### config.mk
export PLATFORM = sky130hd
export DESIGN_NAME = capture_ring_pointer_tracker_top_flat
export DESIGN_NICKNAME = d
export VERILOG_FILES = /design/src/crpt_pkg.sv /design/src/crpt_cfg_if.sv /design/src/crpt_in_if.sv /design/src/crpt_out_if.sv /design/src/crpt_cfg_regs.sv /design/src/crpt_datapath.sv /design/src/capture_ring_pointer_tracker_top.sv /design/src/flat_wrapper.sv
export SDC_FILE = /design/constraint.sdc
export NUM_CORES = 1
export LEC_CHECK = 0
export ABC_CLOCK_PERIOD_IN_PS = 12200
export BUFFER_PORTS_ARGS = -buffer_cell sky130_fd_sc_hd__buf_2
export CORE_AREA = 2 2 236 238
export DETAILED_ROUTE_END_ITERATION = 8
export DIE_AREA = 0 0 238 240
export MAX_ROUTING_LAYER = met4
export PLACE_DENSITY = 0.65
export SYNTH_ARGS = -nofsm -noshare
export SYNTH_HDL_FRONTEND = slang
export SYNTH_SLANG_ARGS = --single-unit
### constraint.sdc
create_clock -name clk -period 12.2 [get_ports clk]
set_input_delay 1.22 -clock clk [delete_from_list [all_inputs] [get_ports clk]]
set_output_delay 1.22 -clock clk [all_outputs]
set_load 0.02 [all_outputs]
### src/crpt_pkg.sv
`default_nettype none
package crpt_pkg;

  localparam int MAX_BUFFER_BYTES_DEF = 65536;

  localparam int CMD_W     = 3;
  localparam int HW_PTR_W  = 17;
  localparam int REQ_W     = 17;
  localparam int CFG_IDX_W = 2;
  localparam int CFG_DAT_W = 17;
  localparam int CNT_W     = 32;
  localparam int OFF_W     = 16;
  localparam int LEN_W     = 17;

  localparam logic [CFG_DAT_W-1:0] BUFFER_SIZE_RST = 17'h10000;

  typedef enum logic [CMD_W-1:0] {
    CMD_START   = 3'd0,
    CMD_STOP    = 3'd1,
    CMD_POINTER = 3'd2,
    CMD_QUERY   = 3'd3,
    CMD_CONSUME = 3'd4
  } cmd_t;

  typedef enum logic [CFG_IDX_W-1:0] {
    REG_BUFFER_SIZE = 2'd0,
    REG_EIGHT_BIT   = 2'd1,
    REG_MMAP        = 2'd2
  } cfg_reg_t;

  typedef struct packed {
    logic eight_bit;
    logic mmap;
  } cfg_mode_t;

  typedef struct packed {
    logic [CNT_W-1:0] byte_count;
    logic [OFF_W-1:0] first_offset;
    logic [LEN_W-1:0] first_length;
    logic [LEN_W-1:0] second_length;
    logic             overrun;
    logic [CNT_W-1:0] total_count;
    logic             running;
  } result_t;

endpackage
`default_nettype wire

### src/crpt_cfg_if.sv
`default_nettype none
interface crpt_cfg_if;
  import crpt_pkg::*;

  logic                 valid;
  logic                 ready;
  logic [CFG_IDX_W-1:0] index;
  logic [CFG_DAT_W-1:0] data;

  modport source (output valid, output index, output data, input ready);
  modport sink (input valid, input index, input data, output ready);
endinterface
`default_nettype wire

### src/crpt_in_if.sv
`default_nettype none
interface crpt_in_if;
  import crpt_pkg::*;

  logic                valid;
  logic                ready;
  logic [CMD_W-1:0]    command;
  logic [HW_PTR_W-1:0] hw_pointer;
  logic [REQ_W-1:0]    request_size;

  modport source (output valid, output command, output hw_pointer, output request_size,
                  input ready);
  modport sink (input valid, input command, input hw_pointer, input request_size,
                output ready);
endinterface
`default_nettype wire

### src/crpt_out_if.sv
`default_nettype none
interface crpt_out_if;
  import crpt_pkg::*;

  logic             valid;
  logic             ready;
  logic [CNT_W-1:0] byte_count;
  logic [OFF_W-1:0] first_offset;
  logic [LEN_W-1:0] first_length;
  logic [LEN_W-1:0] second_length;
  logic             overrun;
  logic [CNT_W-1:0] total_count;
  logic             running;

  modport source (output valid, output byte_count, output first_offset, output first_length,
                  output second_length, output overrun, output total_count, output running,
                  input ready);
  modport sink (input valid, input byte_count, input first_offset, input first_length,
                input second_length, input overrun, input total_count, input running,
                output ready);
endinterface
`default_nettype wire

### src/crpt_cfg_regs.sv
`default_nettype none
module crpt_cfg_regs #(
  parameter int MAX_BUFFER_BYTES = crpt_pkg::MAX_BUFFER_BYTES_DEF,
  parameter int SIZE_W           = $clog2(MAX_BUFFER_BYTES + 1)
) (
  input  wire logic                clk,
  input  wire logic                rst,
  crpt_cfg_if.sink                 cfg,
  output logic [SIZE_W-1:0]        size,
  output crpt_pkg::cfg_mode_t      mode
);
  import crpt_pkg::*;

  logic [CFG_DAT_W-1:0] buffer_size;
  logic                 size_zero;
  logic                 size_over;

  assign cfg.ready = 1'b1;

  always_ff @(posedge clk) begin
    if (rst) begin
      buffer_size    <= BUFFER_SIZE_RST;
      mode.eight_bit <= 1'b0;
      mode.mmap      <= 1'b0;
    end else if (cfg.valid) begin
      unique case (cfg_reg_t'(cfg.index))
        REG_BUFFER_SIZE: buffer_size    <= cfg.data;
        REG_EIGHT_BIT:   mode.eight_bit <= cfg.data[0];
        REG_MMAP:        mode.mmap      <= cfg.data[0];
        default: ;
      endcase
    end
  end

  // zero acts as one, oversize clamps to the ring limit
  assign size_zero = (buffer_size == '0);
  assign size_over = (32'(buffer_size) > 32'(MAX_BUFFER_BYTES));

  always_comb begin
    if (size_zero) begin
      size = SIZE_W'(1);
    end else if (size_over) begin
      size = SIZE_W'(MAX_BUFFER_BYTES);
    end else begin
      size = SIZE_W'(buffer_size);
    end
  end
endmodule
`default_nettype wire

### src/crpt_datapath.sv
`default_nettype none
module crpt_datapath #(
  parameter int POS_W  = 16,
  parameter int SIZE_W = 17
) (
  input  wire crpt_pkg::cmd_t                 command,
  input  wire logic [crpt_pkg::HW_PTR_W-1:0]  hw_pointer,
  input  wire logic [crpt_pkg::REQ_W-1:0]     request_size,
  input  wire logic [SIZE_W-1:0]              size,
  input  wire crpt_pkg::cfg_mode_t            mode,
  input  wire logic [POS_W-1:0]               last_pos,
  input  wire logic [POS_W-1:0]               read_pos,
  input  wire logic [crpt_pkg::CNT_W-1:0]     pending,
  input  wire logic [crpt_pkg::CNT_W-1:0]     total,
  input  wire logic                           running,
  output logic [POS_W-1:0]                    last_pos_next,
  output logic [POS_W-1:0]                    read_pos_next,
  output logic [crpt_pkg::CNT_W-1:0]          pending_next,
  output logic [crpt_pkg::CNT_W-1:0]          total_next,
  output logic                                running_next,
  output crpt_pkg::result_t                   res
);
  import crpt_pkg::*;

  localparam int CMP_W = (SIZE_W > HW_PTR_W) ? SIZE_W : HW_PTR_W;
  localparam int SUM_W = SIZE_W + 1;

  logic [HW_PTR_W-1:0] hw_sel;
  logic                hw_ok;
  logic [POS_W-1:0]    hw_pos;
  logic [POS_W-1:0]    last_eff;
  logic [SUM_W-1:0]    diff_raw;
  logic [SIZE_W-1:0]   diff;
  logic [CNT_W:0]      pend_sum;
  logic [SIZE_W-1:0]   grant;
  logic [POS_W-1:0]    start;
  logic [SIZE_W-1:0]   room;
  logic [SUM_W-1:0]    pos_raw;
  logic [POS_W-1:0]    pos_wrap;
  logic                overrun_hit;

  // pointer update
  assign hw_sel   = mode.eight_bit ? (hw_pointer >> 1) : hw_pointer;
  assign hw_ok    = (CMP_W'(hw_sel) < CMP_W'(size));
  assign hw_pos   = POS_W'(hw_sel);
  assign last_eff = (SIZE_W'(last_pos) < size) ? last_pos : '0;
  assign diff_raw = SUM_W'(size) + SUM_W'(hw_pos) - SUM_W'(last_eff);
  assign diff     = (diff_raw >= SUM_W'(size)) ? SIZE_W'(diff_raw - SUM_W'(size))
                                               : SIZE_W'(diff_raw);
  assign pend_sum = {1'b0, pending} + (CNT_W + 1)'(diff);

  // consume
  assign grant    = (CMP_W'(request_size) < CMP_W'(size)) ? SIZE_W'(request_size) : size;
  assign start    = (SIZE_W'(read_pos) < size) ? read_pos : '0;
  assign room     = size - SIZE_W'(start);
  assign pos_raw  = SUM_W'(start) + SUM_W'(grant);
  assign pos_wrap = (pos_raw >= SUM_W'(size)) ? POS_W'(pos_raw - SUM_W'(size))
                                             : POS_W'(pos_raw);

  // query
  assign overrun_hit = !mode.mmap && (pending > CNT_W'(size));

  always_comb begin
    last_pos_next = last_pos;
    read_pos_next = read_pos;
    pending_next  = pending;
    total_next    = total;
    running_next  = running;
    res           = '0;

    unique case (command)
      CMD_START: begin
        last_pos_next = '0;
        read_pos_next = '0;
        pending_next  = '0;
        running_next  = 1'b1;
      end
      CMD_STOP: begin
        running_next = 1'b0;
      end
      CMD_POINTER: begin
        if (running && hw_ok) begin
          total_next    = total + CNT_W'(diff);
          pending_next  = pend_sum[CNT_W] ? '1 : pend_sum[CNT_W-1:0];
          last_pos_next = hw_pos;
        end
      end
      CMD_QUERY: begin
        res.byte_count = pending;
        if (overrun_hit) begin
          res.byte_count = CNT_W'(size);
          res.overrun    = 1'b1;
          read_pos_next  = last_pos;
          pending_next   = CNT_W'(size);
        end
      end
      CMD_CONSUME: begin
        res.byte_count   = CNT_W'(grant);
        res.first_offset = OFF_W'(start);
        if (grant > room) begin
          res.first_length  = LEN_W'(room);
          res.second_length = LEN_W'(grant - room);
        end else begin
          res.first_length = LEN_W'(grant);
        end
        if (grant != '0) begin
          read_pos_next = pos_wrap;
          pending_next  = (pending > CNT_W'(grant)) ? pending - CNT_W'(grant) : '0;
        end
      end
      default: ;
    endcase

    res.total_count = total_next;
    res.running     = running_next;
  end
endmodule
`default_nettype wire

### src/capture_ring_pointer_tracker_top.sv
`default_nettype none
// Capture ring pointer tracker. Each request on cmd (start, stop, pointer update, query,
// consume) produces exactly one result on rsp. A request is registered in the input stage,
// then executed against the ring state and written to the result register; one request
// per cycle is accepted while rsp is ready, and the limit is the read-modify-write of
// the pending count and positions. The input stage keeps accepting while a result waits,
// and stalls only when both the input stage and the result register are occupied. The
// cfg port is always ready; registers (0 buffer_size, 1 eight_bit_mode, 2 mmap_mode)
// must only be written while no request is in flight. MAX_BUFFER_BYTES bounds the ring
// size and sets the width of the stored positions.
module capture_ring_pointer_tracker_top #(
  parameter int MAX_BUFFER_BYTES = crpt_pkg::MAX_BUFFER_BYTES_DEF
) (
  input  wire logic clk,
  input  wire logic rst,
  crpt_cfg_if.sink  cfg,
  crpt_in_if.sink   cmd,
  crpt_out_if.source rsp
);
  import crpt_pkg::*;

  localparam int POS_W  = $clog2(MAX_BUFFER_BYTES);
  localparam int SIZE_W = $clog2(MAX_BUFFER_BYTES + 1);

  logic [SIZE_W-1:0]   size;
  cfg_mode_t           mode;

  logic                s1_valid;
  cmd_t                s1_command;
  logic [HW_PTR_W-1:0] s1_hw_pointer;
  logic [REQ_W-1:0]    s1_request_size;
  logic                advance;

  logic [POS_W-1:0]    last_pos;
  logic [POS_W-1:0]    read_pos;
  logic [CNT_W-1:0]    pending;
  logic [CNT_W-1:0]    total;
  logic                capture_running;
  logic [POS_W-1:0]    last_pos_next;
  logic [POS_W-1:0]    read_pos_next;
  logic [CNT_W-1:0]    pending_next;
  logic [CNT_W-1:0]    total_next;
  logic                running_next;

  result_t             res_next;
  result_t             res;
  logic                res_valid;

  crpt_cfg_regs #(
    .MAX_BUFFER_BYTES(MAX_BUFFER_BYTES),
    .SIZE_W          (SIZE_W)
  ) u_cfg (
    .clk (clk),
    .rst (rst),
    .cfg (cfg),
    .size(size),
    .mode(mode)
  );

  assign advance   = s1_valid && (!res_valid || rsp.ready);
  assign cmd.ready = !s1_valid || advance;

  always_ff @(posedge clk) begin
    if (rst) begin
      s1_valid <= 1'b0;
    end else if (cmd.ready) begin
      s1_valid <= cmd.valid;
    end
  end

  always_ff @(posedge clk) begin
    if (cmd.ready && cmd.valid) begin
      s1_command      <= cmd_t'(cmd.command);
      s1_hw_pointer   <= cmd.hw_pointer;
      s1_request_size <= cmd.request_size;
    end
  end

  crpt_datapath #(
    .POS_W (POS_W),
    .SIZE_W(SIZE_W)
  ) u_dp (
    .command      (s1_command),
    .hw_pointer   (s1_hw_pointer),
    .request_size (s1_request_size),
    .size         (size),
    .mode         (mode),
    .last_pos     (last_pos),
    .read_pos     (read_pos),
    .pending      (pending),
    .total        (total),
    .running      (capture_running),
    .last_pos_next(last_pos_next),
    .read_pos_next(read_pos_next),
    .pending_next (pending_next),
    .total_next   (total_next),
    .running_next (running_next),
    .res          (res_next)
  );

  always_ff @(posedge clk) begin
    if (rst) begin
      last_pos        <= '0;
      read_pos        <= '0;
      pending         <= '0;
      total           <= '0;
      capture_running <= 1'b0;
    end else if (advance) begin
      last_pos        <= last_pos_next;
      read_pos        <= read_pos_next;
      pending         <= pending_next;
      total           <= total_next;
      capture_running <= running_next;
    end
  end

  always_ff @(posedge clk) begin
    if (rst) begin
      res_valid <= 1'b0;
    end else if (advance) begin
      res_valid <= 1'b1;
    end else if (rsp.ready) begin
      res_valid <= 1'b0;
    end
  end

  always_ff @(posedge clk) begin
    if (advance) begin
      res <= res_next;
    end
  end

  assign rsp.valid         = res_valid;
  assign rsp.byte_count    = res.byte_count;
  assign rsp.first_offset  = res.first_offset;
  assign rsp.first_length  = res.first_length;
  assign rsp.second_length = res.second_length;
  assign rsp.overrun       = res.overrun;
  assign rsp.total_count   = res.total_count;
  assign rsp.running       = res.running;

`ifndef SYNTHESIS
  a_start_runs: assert property (@(posedge clk) disable iff (rst)
    advance && (s1_command == CMD_START) |=> capture_running && (pending == '0))
    else $error("start did not set running or clear pending");

  a_query_clamps: assert property (@(posedge clk) disable iff (rst)
    advance && (s1_command == CMD_QUERY) && !mode.mmap |=> pending <= CNT_W'(size))
    else $error("pending above size after clamping query");

  a_stall_blocks: assert property (@(posedge clk) disable iff (rst)
    s1_valid && res_valid && !rsp.ready |-> !cmd.ready)
    else $error("input accepted while pipeline is full");

  a_running_tracks: assert property (@(posedge clk) disable iff (rst)
    advance |=> rsp.valid && (rsp.running == capture_running) && (rsp.total_count == total))
    else $error("result does not reflect state after request");
`endif
endmodule
`default_nettype wire
### src/flat_wrapper.sv
// flat-port wrapper written by rule: the top's interface ports become plain ports
module capture_ring_pointer_tracker_top_flat import crpt_pkg::*;
#(
  parameter int MAX_BUFFER_BYTES = crpt_pkg::MAX_BUFFER_BYTES_DEF
)
  (clk, rst, cfg_valid, cfg_index, cfg_data, cfg_ready, cmd_valid, cmd_command, cmd_hw_pointer, cmd_request_size, cmd_ready, rsp_valid, rsp_byte_count, rsp_first_offset, rsp_first_length, rsp_second_length, rsp_overrun, rsp_total_count, rsp_running, rsp_ready);
  crpt_cfg_if cfg_i ();
  crpt_in_if cmd_i ();
  crpt_out_if rsp_i ();
  input  wire logic clk;
  input  wire logic rst;
  input wire logic [$bits(cfg_i.valid)-1:0] cfg_valid;
  input wire logic [$bits(cfg_i.index)-1:0] cfg_index;
  input wire logic [$bits(cfg_i.data)-1:0] cfg_data;
  output wire logic [$bits(cfg_i.ready)-1:0] cfg_ready;
  input wire logic [$bits(cmd_i.valid)-1:0] cmd_valid;
  input wire logic [$bits(cmd_i.command)-1:0] cmd_command;
  input wire logic [$bits(cmd_i.hw_pointer)-1:0] cmd_hw_pointer;
  input wire logic [$bits(cmd_i.request_size)-1:0] cmd_request_size;
  output wire logic [$bits(cmd_i.ready)-1:0] cmd_ready;
  output wire logic [$bits(rsp_i.valid)-1:0] rsp_valid;
  output wire logic [$bits(rsp_i.byte_count)-1:0] rsp_byte_count;
  output wire logic [$bits(rsp_i.first_offset)-1:0] rsp_first_offset;
  output wire logic [$bits(rsp_i.first_length)-1:0] rsp_first_length;
  output wire logic [$bits(rsp_i.second_length)-1:0] rsp_second_length;
  output wire logic [$bits(rsp_i.overrun)-1:0] rsp_overrun;
  output wire logic [$bits(rsp_i.total_count)-1:0] rsp_total_count;
  output wire logic [$bits(rsp_i.running)-1:0] rsp_running;
  input wire logic [$bits(rsp_i.ready)-1:0] rsp_ready;
  assign cfg_i.valid = cfg_valid;
  assign cfg_i.index = cfg_index;
  assign cfg_i.data = cfg_data;
  assign cfg_ready = cfg_i.ready;
  assign cmd_i.valid = cmd_valid;
  assign cmd_i.command = cmd_command;
  assign cmd_i.hw_pointer = cmd_hw_pointer;
  assign cmd_i.request_size = cmd_request_size;
  assign cmd_ready = cmd_i.ready;
  assign rsp_valid = rsp_i.valid;
  assign rsp_byte_count = rsp_i.byte_count;
  assign rsp_first_offset = rsp_i.first_offset;
  assign rsp_first_length = rsp_i.first_length;
  assign rsp_second_length = rsp_i.second_length;
  assign rsp_overrun = rsp_i.overrun;
  assign rsp_total_count = rsp_i.total_count;
  assign rsp_running = rsp_i.running;
  assign rsp_i.ready = rsp_ready;
  capture_ring_pointer_tracker_top #(.MAX_BUFFER_BYTES(MAX_BUFFER_BYTES)) u_core (.clk(clk), .rst(rst), .cfg(cfg_i), .cmd(cmd_i), .rsp(rsp_i));
endmodule
==> results.yml, run 1 <==
run_status:
  outcome: "complete, no violations"
final_layout:
  stdcell_count: 3323
  final_util_pct: 44.9
  final_area_mm2: 0.0245
  antennaDiodeCount: 0
  layout-drive-gt1-share_pct: 14.0
  nFillCells: 5272
  layout.nets: 2910
  syn_to_final_growth_pct: 13.3
sta:
  timing.final.crit_share_pct: 92.4
  setup_tns_ns: 0
  hold_viol: 0
  grt_setup_unrepaired: "false"
  tightest_slew_ns: 1.18
  finalCriticalPeriod_ns: 11.27
  fin_skew_ns: 0.0215
  drv_slew: 0
  setup_viol: 0
  slew_headroom_pct: 20.2
  clock.fmax_mhz: 88.8
hold_path:
  min_path_type: "flip-flop to flip-flop"
  min_from: "u_core.total[16]"
  holdPathStages: 2
  hold_end: "u_core.total[16]"
synth:
  ys_seq_elements: 271
  synth_ff_type: "edfxtp_1"
  synth_edf_count: 153
  ys_warn_count: 0
  synth_fa_ha_area_share_pct: 15.6
  synth_xor_area_share_pct: 5.78
  synth_top_area_share_pct: 21.2
  ys_types: 91
  synthSimpleGateAreaFrac_pct: 18.8
  synth_mux_area_share_pct: 4.33
  synth_area_leaders: "edfxtp_1, ha_1, dfxtp_1, a21oi_1, xnor2_1"
  syn_inst: 2433
  synth-compound-area-share_pct: 19.9
  synth_nets: 2749
  synth_area_mm2: 0.0217
  yosysSeqAreaShare_pct: 32.1
  synth.largest_area_cell: "edfxtp_1"
  synth_top_family_by_area: "compound AO/OA/AOI/OAI gates"
  async_flop_share_pct: 0
  avgSynthCellArea_um2: 8.90
global_routing:
  grtUsageTotal_pct: 25.9
  grt_pass1_vias: 19008
  antenna_found_initial: 0
  grt_pass1_wl_mm: 111
  gr-total-overflow: 0
  grt_max_degree: 69
worst_setup_path:
  regToRegSetupSlack_ns: 0.93
  r2r_cells: 44
  required_ns: 12.74
  cp_slowest_cell: "o21ai_1"
  arrival_ns: 11.80
  start_kind: "flip-flop"
  max_stage_delay_ns: 0.80
  critPathCaptureType: "flip-flop"
  cp_max_fo: 16
  criticalPathCategory: "flip-flop to flip-flop"
  reg2reg_to: "u_core.pending[5]"
  cpMostUsedCell: "a21oi_1"
  r2r-start: "u_core.u_cfg.buffer_size[11]"
routing:
  routed_via_density: 5.99
  drc: 0
  postRouteAntennaNets: 0
  vias: 19890
  wl_per_cell_um: 22.3
  wl_mm: 74.0
  drtIter0Drc: 1706
  first_pass_iters: 7
placement:
  place_area_mm2: 0.0234
  gp_congestion: 0.975
  io_buffer_count: 178
  dp_hpwl_mm: 55.9
  dp_cells: 3265
clock_network:
  cts_sinks: 271
  post_cts_resized: 0
  root_buffer: "clkbuf_16"
  cts_setup_buffers: 0
  htreeDepth: 1
  clock_path_buffers: 3
  cts_tree: "yes"
  clkLatencyLatePin_ns: 0.60
  cts_hold_buf: 0
  cts_buffers: 31
  clk_pin_slew_worst_paths_ns: 0.06
power:
  peakVddDrop_uv: 94.5
  leakage_nw: 10.2
  p_per_area_mw_per_mm2: 137
  p_total_mw: 3.36
die:
  dieHeight_um: 240
  start_util_pct: 39.6
  die_w_um: 238
  fp.coreArea_mm2: 0.0547
  dieArea_mm2: 0.0571
  io_pins: 180
  rows: 86
run:
  cap_viol_max_count: 0
## registers in the layout, indices dropped and copies added, names as in the netlist, 17 cells and up
signal / flops
u_core.rsp.byte_count: 32
u_core.s1_request_size: 17
u_core.rsp.total_count: 32
u_core.pending: 32
u_core.rsp.second_length: 17
u_core.u_cfg.buffer_size: 17
u_core.s1_hw_pointer: 17
u_core.total: 32
u_core.rsp.first_length: 17
## placed cells by master, fill, tap and decap left out, types with 23 or more instances in the layout
master     netlist  routed
a211oi_1        37      37
a21o_1          49      49
a21oi_1        196     195
and2_1          44      43
and3_1          44      44
buf_2           20     178
buf_4            3      49
clkbuf_16        0      32
dfxtp_1        118     118
edfxtp_1       153     153
fa_1            24      24
ha_1           231     231
inv_1           92      92
mux2_2          46      46
mux2i_1         42      42
nand2_1        222     222
nand2b_1        33      33
nand3_1         42      42
nor2_1         214     213
nor2b_1         34      34
nor3_1          60      60
nor4_1          23      23
o211ai_1        27      27
o21ai_0        120     120
o22ai_1         28      28
xnor2_1        101     101
xor2_1          42      42
## layer usage
layer	track usage (%)	wire (µm)	share of wire, %
met1	33.5	31900	43
met2	39.4	32500	44
met3	6.12	6630	9.0
met4	10.0	2960	4.0
met5	-	0	0
## report_power, final
part           switching (mW)  internal (mW)  leakage (nW)
Clock                   0.407          0.612         0.548
Sequential             0.0241           1.00          2.39
Combinational           0.798          0.519          7.22
Total                    1.23           2.13          10.2
## layout make-up
| cell class | count | area [µm²] | area share [%] |
|---|---|---|---|
| flip-flops and latches | 271 | 6960 | 28.4 |
| clock buffers | 40 | 871 | 3.55 |
| multi-input cells | 1970 | 14000 | 57.0 |
| well taps | 704 | 881 | 3.59 |
| inverters | 93 | 354 | 1.44 |
| clock inverters | 18 | 241 | 0.984 |
| repair buffers | 227 | 1260 | 5.13 |
## cell usage after synthesis, drive strengths merged, types with 43 or more instances
library cell,n
ha,231
nand3,43
nor2,215
a21o,49
dfxtp,118
xnor2,101
and3,44
nand2,223
a21oi,198
clkbuf,71
o21ai,123
mux2,46
and2,45
inv,92
edfxtp,153
nor3,60
## metrics by stage
stage	worst slack, ns	hold WS [ns]
floorplan	2.18	0.450
global route	0.100	0.504
CTS	1.12	0.482
detailed placement	1.20	0.473
global placement	1.34	0.460
finish	0.933	0.481
## worst max-delay path by stage
stage | depth (start not counted) | end | slack [ns] | startpoint
finish | 44 | u_core.pending[5] | 0.93 | u_core.u_cfg.buffer_size[11]
global route | 44 | u_core.pending[5] | 0.10 | u_core.u_cfg.buffer_size[0]
CTS | 44 | u_core.pending[5] | 1.12 | u_core.u_cfg.buffer_size[11]
detailed placement | 44 | u_core.pending[5] | 1.20 | u_core.u_cfg.buffer_size[11]
global placement | 44 | u_core.pending[27] | 1.34 | u_core.u_cfg.buffer_size[11]
floorplan | 43 | u_core.pending[25] | 2.18 | u_core.u_cfg.buffer_size[16]
## cells by family (layout without fill, tap and decap cells)
kind of cell,after synthesis,in the layout
mux,88,88
fa+ha+maj,255,255
compound gates,661,661
other cells,1,1
xor+xnor,143,143
simple gates,822,822
buf+inv,192,378
flops,271,271
## worst max-delay path: cells and delay by family (launching register included)
family | cells | cell delay, ns
flops | 1 | 0.33
xor+xnor | 1 | 0.26
simple gates | 12 | 2.21
fa+ha+maj | 6 | 2.18
buf+inv | 3 | 0.34
compound gates | 21 | 5.64
mux | 1 | 0.26
Power figures use the tool's default switching activity.
==> run 2, diff against run 1 <==
--- a/config.mk
+++ b/config.mk
@@ -5,7 +5,7 @@
 export SDC_FILE = /design/constraint.sdc
 export NUM_CORES = 1
 export LEC_CHECK = 0
-export ABC_CLOCK_PERIOD_IN_PS = 12200
+export ABC_CLOCK_PERIOD_IN_PS = 10550
 export BUFFER_PORTS_ARGS = -buffer_cell sky130_fd_sc_hd__buf_2
 export CORE_AREA = 2 2 236 238
 export DETAILED_ROUTE_END_ITERATION = 8
==> constraint.sdc (replaced) <==
create_clock -name clk -period 10.55 [get_ports clk]
set_input_delay 1.055 -clock clk [delete_from_list [all_inputs] [get_ports clk]]
set_output_delay 1.055 -clock clk [all_outputs]
set_load 0.02 [all_outputs]
==> run 2 against run 1 <==
Net effect: clock power is 15% higher; first-iteration DRC count is 5.9% higher; wire length is 0.35% lower; global-route usage is 0.23 points higher.
==> results.yml, run 2 (same netlist as run 1, synthesis figures left out) <==
run_status:
  outcome: "complete, no violations"
placement:
  pre_cts_slack_ns: 0.476
  dp_cells: 3277
  gp_congestion: 0.980
  io_buffer_count: 178
  dp_hpwl_mm: 56.1
global_routing:
  grt_pass1_wl_mm: 112
  grt_max_degree: 70
  grt_pass1_vias: 19095
  grtUsageTotal_pct: 26.2
  antenna_found_initial: 0
  gr-total-overflow: 0
worst_setup_path:
  r2r-start: "u_core.u_cfg.buffer_size[11]"
  start_kind: "flip-flop"
  criticalPathCategory: "flip-flop to flip-flop"
  max_stage_delay_ns: 0.51
  cp_max_fo: 11
  cp-startpoint: "u_core.u_cfg.buffer_size[11]"
  r2r_cells: 44
  critPathCaptureType: "flip-flop"
  required_ns: 10.95
  reg2reg_to: "u_core.pending[19]"
  regToRegSetupSlack_ns: 0.67
  cp_slowest_cell: "or4_1"
  crit_end: "u_core.pending[19]"
  arrival_ns: 10.28
  cpMostUsedCell: "ha_1"
die:
  dieHeight_um: 240
  fp.coreArea_mm2: 0.0547
  die_w_um: 238
  start_util_pct: 39.6
  io_pins: 180
  dieArea_mm2: 0.0571
  rows: 86
clock_network:
  cts_setup_buffers: 0
  cts_sinks: 271
  root_buffer: "clkbuf_16"
  cts_buffers: 34
  cts_hold_buf: 0
  clkLatencyLatePin_ns: 0.55
  clk_pin_slew_worst_paths_ns: 0.06
  post_cts_resized: 0
  htreeDepth: 2
  cts_tree: "yes"
  clock_path_buffers: 3
routing:
  routed_via_density: 5.94
  first_pass_iters: 5
  drtIter0Drc: 1807
  vias: 19828
  wl_mm: 73.8
  wl_per_cell_um: 22.1
  postRouteAntennaNets: 0
  drc: 0
final_layout:
  syn_to_final_growth_pct: 14.3
  layout.nets: 2925
  layout-drive-gt1-share_pct: 14.8
  nFillCells: 5302
  layout_common_cells: "ha_1, nand2_1, nor2_1, a21oi_1, buf_2"
  stdcell_count: 3339
  final_common_cell: "ha_1"
  antennaDiodeCount: 0
  final_util_pct: 45.3
run:
  cap_viol_max_count: 0
sta:
  setup_viol: 0
  tightest_slew_ns: 1.22
  finalCriticalPeriod_ns: 9.88
  hold_viol: 0
  fin_hold_ws_ns: 0.485
  fin_skew_ns: 0.0151
  setup_slack_ns: 0.671
  slew_headroom_pct: 18.6
  drv_slew: 0
  timing.final.crit_share_pct: 93.6
  clock.fmax_mhz: 101
  setup_tns_ns: 0
power:
  leakage_nw: 10.2
  p_per_area_mw_per_mm2: 158
  peakVddDrop_uv: 114
hold_path:
  min_path_type: "flip-flop to flip-flop"
==> run 2: worst min path at each step <==
stage | cells after the start | end | start | slack, ns
6_report | 2 | u_core.total[15] | u_core.total[15] | 0.48
5_1_grt | 2 | u_core.total[2] | u_core.total[2] | 0.51
4_1_cts | 2 | u_core.u_cfg.buffer_size[12] | u_core.u_cfg.buffer_size[12] | 0.48
3_5_place_dp | 2 | u_core.total[15] | u_core.total[15] | 0.47
3_3_place_gp | 2 | u_core.total[15] | u_core.total[15] | 0.46
2_1_floorplan | 2 | u_core.capture_running | u_core.capture_running | 0.45
==> run 2: critical path, delay by kind of cell (launching register included) <==
| family | cells | cell delay [ns] |
|---|---|---|
| mux | 1 | 0.29 |
| fa+ha+maj | 5 | 1.70 |
| compound gates | 20 | 4.19 |
| simple gates | 12 | 2.35 |
| flops | 1 | 0.35 |
| buf+inv | 5 | 0.69 |
| xor+xnor | 1 | 0.17 |
==> run 2: stage by stage <==
step                      power [mW]  area [µm²]
after detailed placement        2.71       23500
after floorplan                 2.32       21700
after global routing            4.12       24700
after CTS                       3.89       24600
after global placement          2.68       23500
final                           3.90       24700
==> run 2: cell type report <==
class / instances / area (µm²) / area share [%]
clock buffer: 51 / 1050 / 4.26
clock inverter: 11 / 73.8 / 0.298
inverter: 93 / 354 / 1.43
multi-input combinational: 1970 / 14100 / 56.9
sequential: 271 / 6960 / 28.1
tap: 704 / 881 / 3.56
timing repair buffer: 239 / 1350 / 5.45
==> run 2: where the power goes <==
group          internal, mW  switching, mW
Combinational         0.616          0.931
Clock                 0.698          0.472
Sequential             1.16         0.0284
Total                  2.47           1.43
==> run 2: metal layers <==
metal	part of all wire [%]	vias to the layer above	global-route usage, %
li1	-	9359	-
met2	44	831	39.9
met4	3.0	0	8.52
met5	0	-	-
met1	45	9498	35.7
met3	8.0	140	3.86
==> run 3, diff against run 2 <==
--- a/config.mk
+++ b/config.mk
@@ -7,11 +7,12 @@
 export LEC_CHECK = 0
 export ABC_CLOCK_PERIOD_IN_PS = 10550
 export BUFFER_PORTS_ARGS = -buffer_cell sky130_fd_sc_hd__buf_2
-export CORE_AREA = 2 2 236 238
+export CORE_AREA = 2 2 246 248
 export DETAILED_ROUTE_END_ITERATION = 8
-export DIE_AREA = 0 0 238 240
+export DIE_AREA = 0 0 248 250
 export MAX_ROUTING_LAYER = met4
 export PLACE_DENSITY = 0.65
 export SYNTH_ARGS = -nofsm -noshare
 export SYNTH_HDL_FRONTEND = slang
+export SYNTH_HIERARCHICAL = 1
 export SYNTH_SLANG_ARGS = --single-unit
==> run 3 against run 2 <==
Net effect: flip-flop and latch count did not move; clock power rose by 3%; cell area rose by 8.7%; worst setup slack got worse by 0.17 ns; power rose by 5.2%; worst hold slack improved by 0.0071 ns; count of clock-buffer cells in the layout fell by 5; wire length rose by 6.8%; cell count rose by 9.6%; sequential share of layout area fell by 2.3 points; critical path depth rose by 1; critical path type unchanged; largest power group unchanged.
==> results.yml, run 3 <==
clock_network:
  clk_pin_slew_worst_paths_ns: 0.06
  cts_tree: "yes"
  clock_path_buffers: 3
  cts_hold_buf: 0
  clkLatencyLatePin_ns: 0.57
  root_buffer: "clkbuf_16"
  cts_buffers: 34
  htreeDepth: 2
  cts_sinks: 271
final_layout:
  antennaDiodeCount: 0
  syn_to_final_growth_pct: 14.3
  final_common_cell: "ha_1"
  final_util_pct: 45.2
  layout-drive-gt1-share_pct: 14.9
  layout.nets: 3166
  layout_common_cells: "ha_1, nand2b_1, buf_2, a21oi_1, nand2_1"
  nFillCells: 5685
worst_setup_path:
  cp_slowest_cell: "fa_1"
  cpMostUsedCell: "a21oi_1"
  start_kind: "flip-flop"
  arrival_ns: 10.52
  cp_max_fo: 13
  criticalPathCategory: "flip-flop to flip-flop"
  required_ns: 11.03
  critPathCaptureType: "flip-flop"
  max_stage_delay_ns: 0.52
routing:
  wl_met2_mm: 36.3
  wl_mm: 78.8
  first_pass_iters: 6
  wl_per_cell_um: 21.5
  wl_met1_mm: 34.0
  drc: 0
  vias: 21092
  highest-signal-layer: "met4"
  routed_via_density: 5.76
  postRouteAntennaNets: 0
  wl_met3_mm: 5.10
  drtIter0Drc: 1975
sta:
  timing.final.crit_share_pct: 95.2
  setup_viol: 0
  tightest_slew_ns: 1.17
  hold_viol: 0
  slew_headroom_pct: 21.8
  fin_skew_ns: 0.0368
  setup_tns_ns: 0
  clock.fmax_mhz: 99.5
  drv_slew: 0
  finalCriticalPeriod_ns: 10.05
  fin_hold_ws_ns: 0.492
synth:
  synth_ff_type: "edfxtp_1"
  synth_top_area_share_pct: 19.5
  yosysSeqAreaShare_pct: 29.6
  syn_inst: 2647
  synth_top_family_by_area: "simple AND/OR/NAND/NOR gates"
  synth-compound-area-share_pct: 18.3
  ys_warn_count: 6
  ys_types: 86
  ys_seq_elements: 271
  synth_xor_area_share_pct: 5.28
  async_flop_share_pct: 0
  synthSimpleGateAreaFrac_pct: 20.0
  synth_area_mm2: 0.0235
  synth_mux_area_share_pct: 6.78
  synth_edf_count: 153
  yosysMostFrequentCell: "ha_1"
  synth_fa_ha_area_share_pct: 14.3
  synthTopCellsByCount: "ha_1, nand2b_1, a21oi_1"
  synth_area_leaders: "edfxtp_1, ha_1, dfxtp_1, mux2i_1, nand2b_1"
  synth_nets: 2962
  synth.largest_area_cell: "edfxtp_1"
  avgSynthCellArea_um2: 8.89
global_routing:
  grt_pass1_vias: 20593
  grtUsageTotal_pct: 25.5
  antenna_found_initial: 1
  grt_pass1_wl_mm: 119
  grt_max_degree: 158
  gr-total-overflow: 0
power:
  p_total_mw: 4.11
  leakage_nw: 11.2
  peakVddDrop_uv: 110
  p_per_area_mw_per_mm2: 153
die:
  dieHeight_um: 250
  start_util_pct: 39.5
  io_pins: 180
  fp.coreArea_mm2: 0.0596
  rows: 90
  die_w_um: 248
  dieArea_mm2: 0.0620
placement:
  dp_hpwl_mm: 59.0
  gp_congestion: 0.968
  io_buffer_count: 178
run:
  cap_viol_max_count: 0
run_status:
  outcome: "complete, no violations"
hold_path:
  min_path_type: "flip-flop to flip-flop"
==> run 3: cell types whose count changed in the layout (fill, tap and decap cells not counted), moves of 15 or more <==
cell and delta:
a21oi_1 -18, and2_1 -16, buf_4 +67, inv_1 +65
mux2_2 -27, mux2i_1 +98, nand2_1 -52, nand2b_1 +186
nand3_1 +35, nor2_1 -71, nor3_1 -28, o21ai_0 -21
o221ai_1 +28, xnor2_1 -15
==> run 3: worst max-delay path: cells and delay by family (launching register included) <==
| family | cells | cell delay (ns) |
|---|---|---|
| fa+ha+maj | 6 | 2.28 |
| mux | 1 | 0.11 |
| xor+xnor | 2 | 0.49 |
| simple gates | 12 | 2.19 |
| buf+inv | 4 | 0.59 |
| flops | 1 | 0.31 |
| compound gates | 20 | 3.98 |
==> run 3: cell families (layout without fill, tap and decap cells) <==
logic type / after synthesis / count (layout)
muxes: 157 / 157
xor gates and xnor gates: 142 / 142
AOI/OAI and AO/OA: 647 / 648
DFF: 271 / 271
other: 1 / 1
buffers and inverters: 299 / 528
adders and majority gates: 254 / 254
and+or+nand+nor: 876 / 876
==> run 3: worst paths after layout <==
path,startpoint,to,slack (ns),depth (start not counted)
hold / removal,u_core/total[22],u_core/total[22],0.49,2
setup / recovery,u_core/u_cfg/buffer_size[16],u_core/pending[28],0.50,45
hold reg to reg,u_core/total[22],u_core/total[22],0.49,2
setup reg to reg,u_core/u_cfg/buffer_size[16],u_core/pending[28],0.50,45
==> run 3: power by group <==
part           switching (mW)  internal (mW)
Clock                   0.487          0.728
Sequential             0.0255           1.15
Combinational           0.993          0.719
Total                    1.50           2.60
==> run 3: per-layer routing <==
layer	vias to the layer above	GRT usage (%)
li1	10038	-
met1	10005	32.6
met2	848	40.2
met3	201	3.46
met4	0	11.2
met5	-	-
==> run 3: repair_timing <==
item,4_1_cts,5_1_grt
endpoints found under the setup margin,0,66
endpoints found under the hold margin,0,0
buffers inserted,0,4
gates resized for setup,0,14
==> run 3: through the flow <==
stage / instances / cell area (µm²) / worst slack, ns
floorplan: 2647 / 23500 / 0.768
global placement: 3592 / 25700 / 0.560
detailed placement: 3592 / 25700 / 0.425
CTS: 3654 / 26800 / 0.394
global route: 3659 / 26900 / -0.0157
finish: 3659 / 26900 / 0.502
==> run 3: area by class of cell <==
| class | instances | area [µm²] | share of cell area [%] |
|---|---|---|---|
| multi-input cells | 2078 | 15300 | 56.9 |
| flip-flops and latches | 271 | 6960 | 25.9 |
| repair buffers | 309 | 1930 | 7.16 |
| clock buffers | 46 | 980 | 3.64 |
| well taps | 782 | 978 | 3.64 |
| inverters | 157 | 589 | 2.19 |
| clock inverters | 16 | 166 | 0.618 |
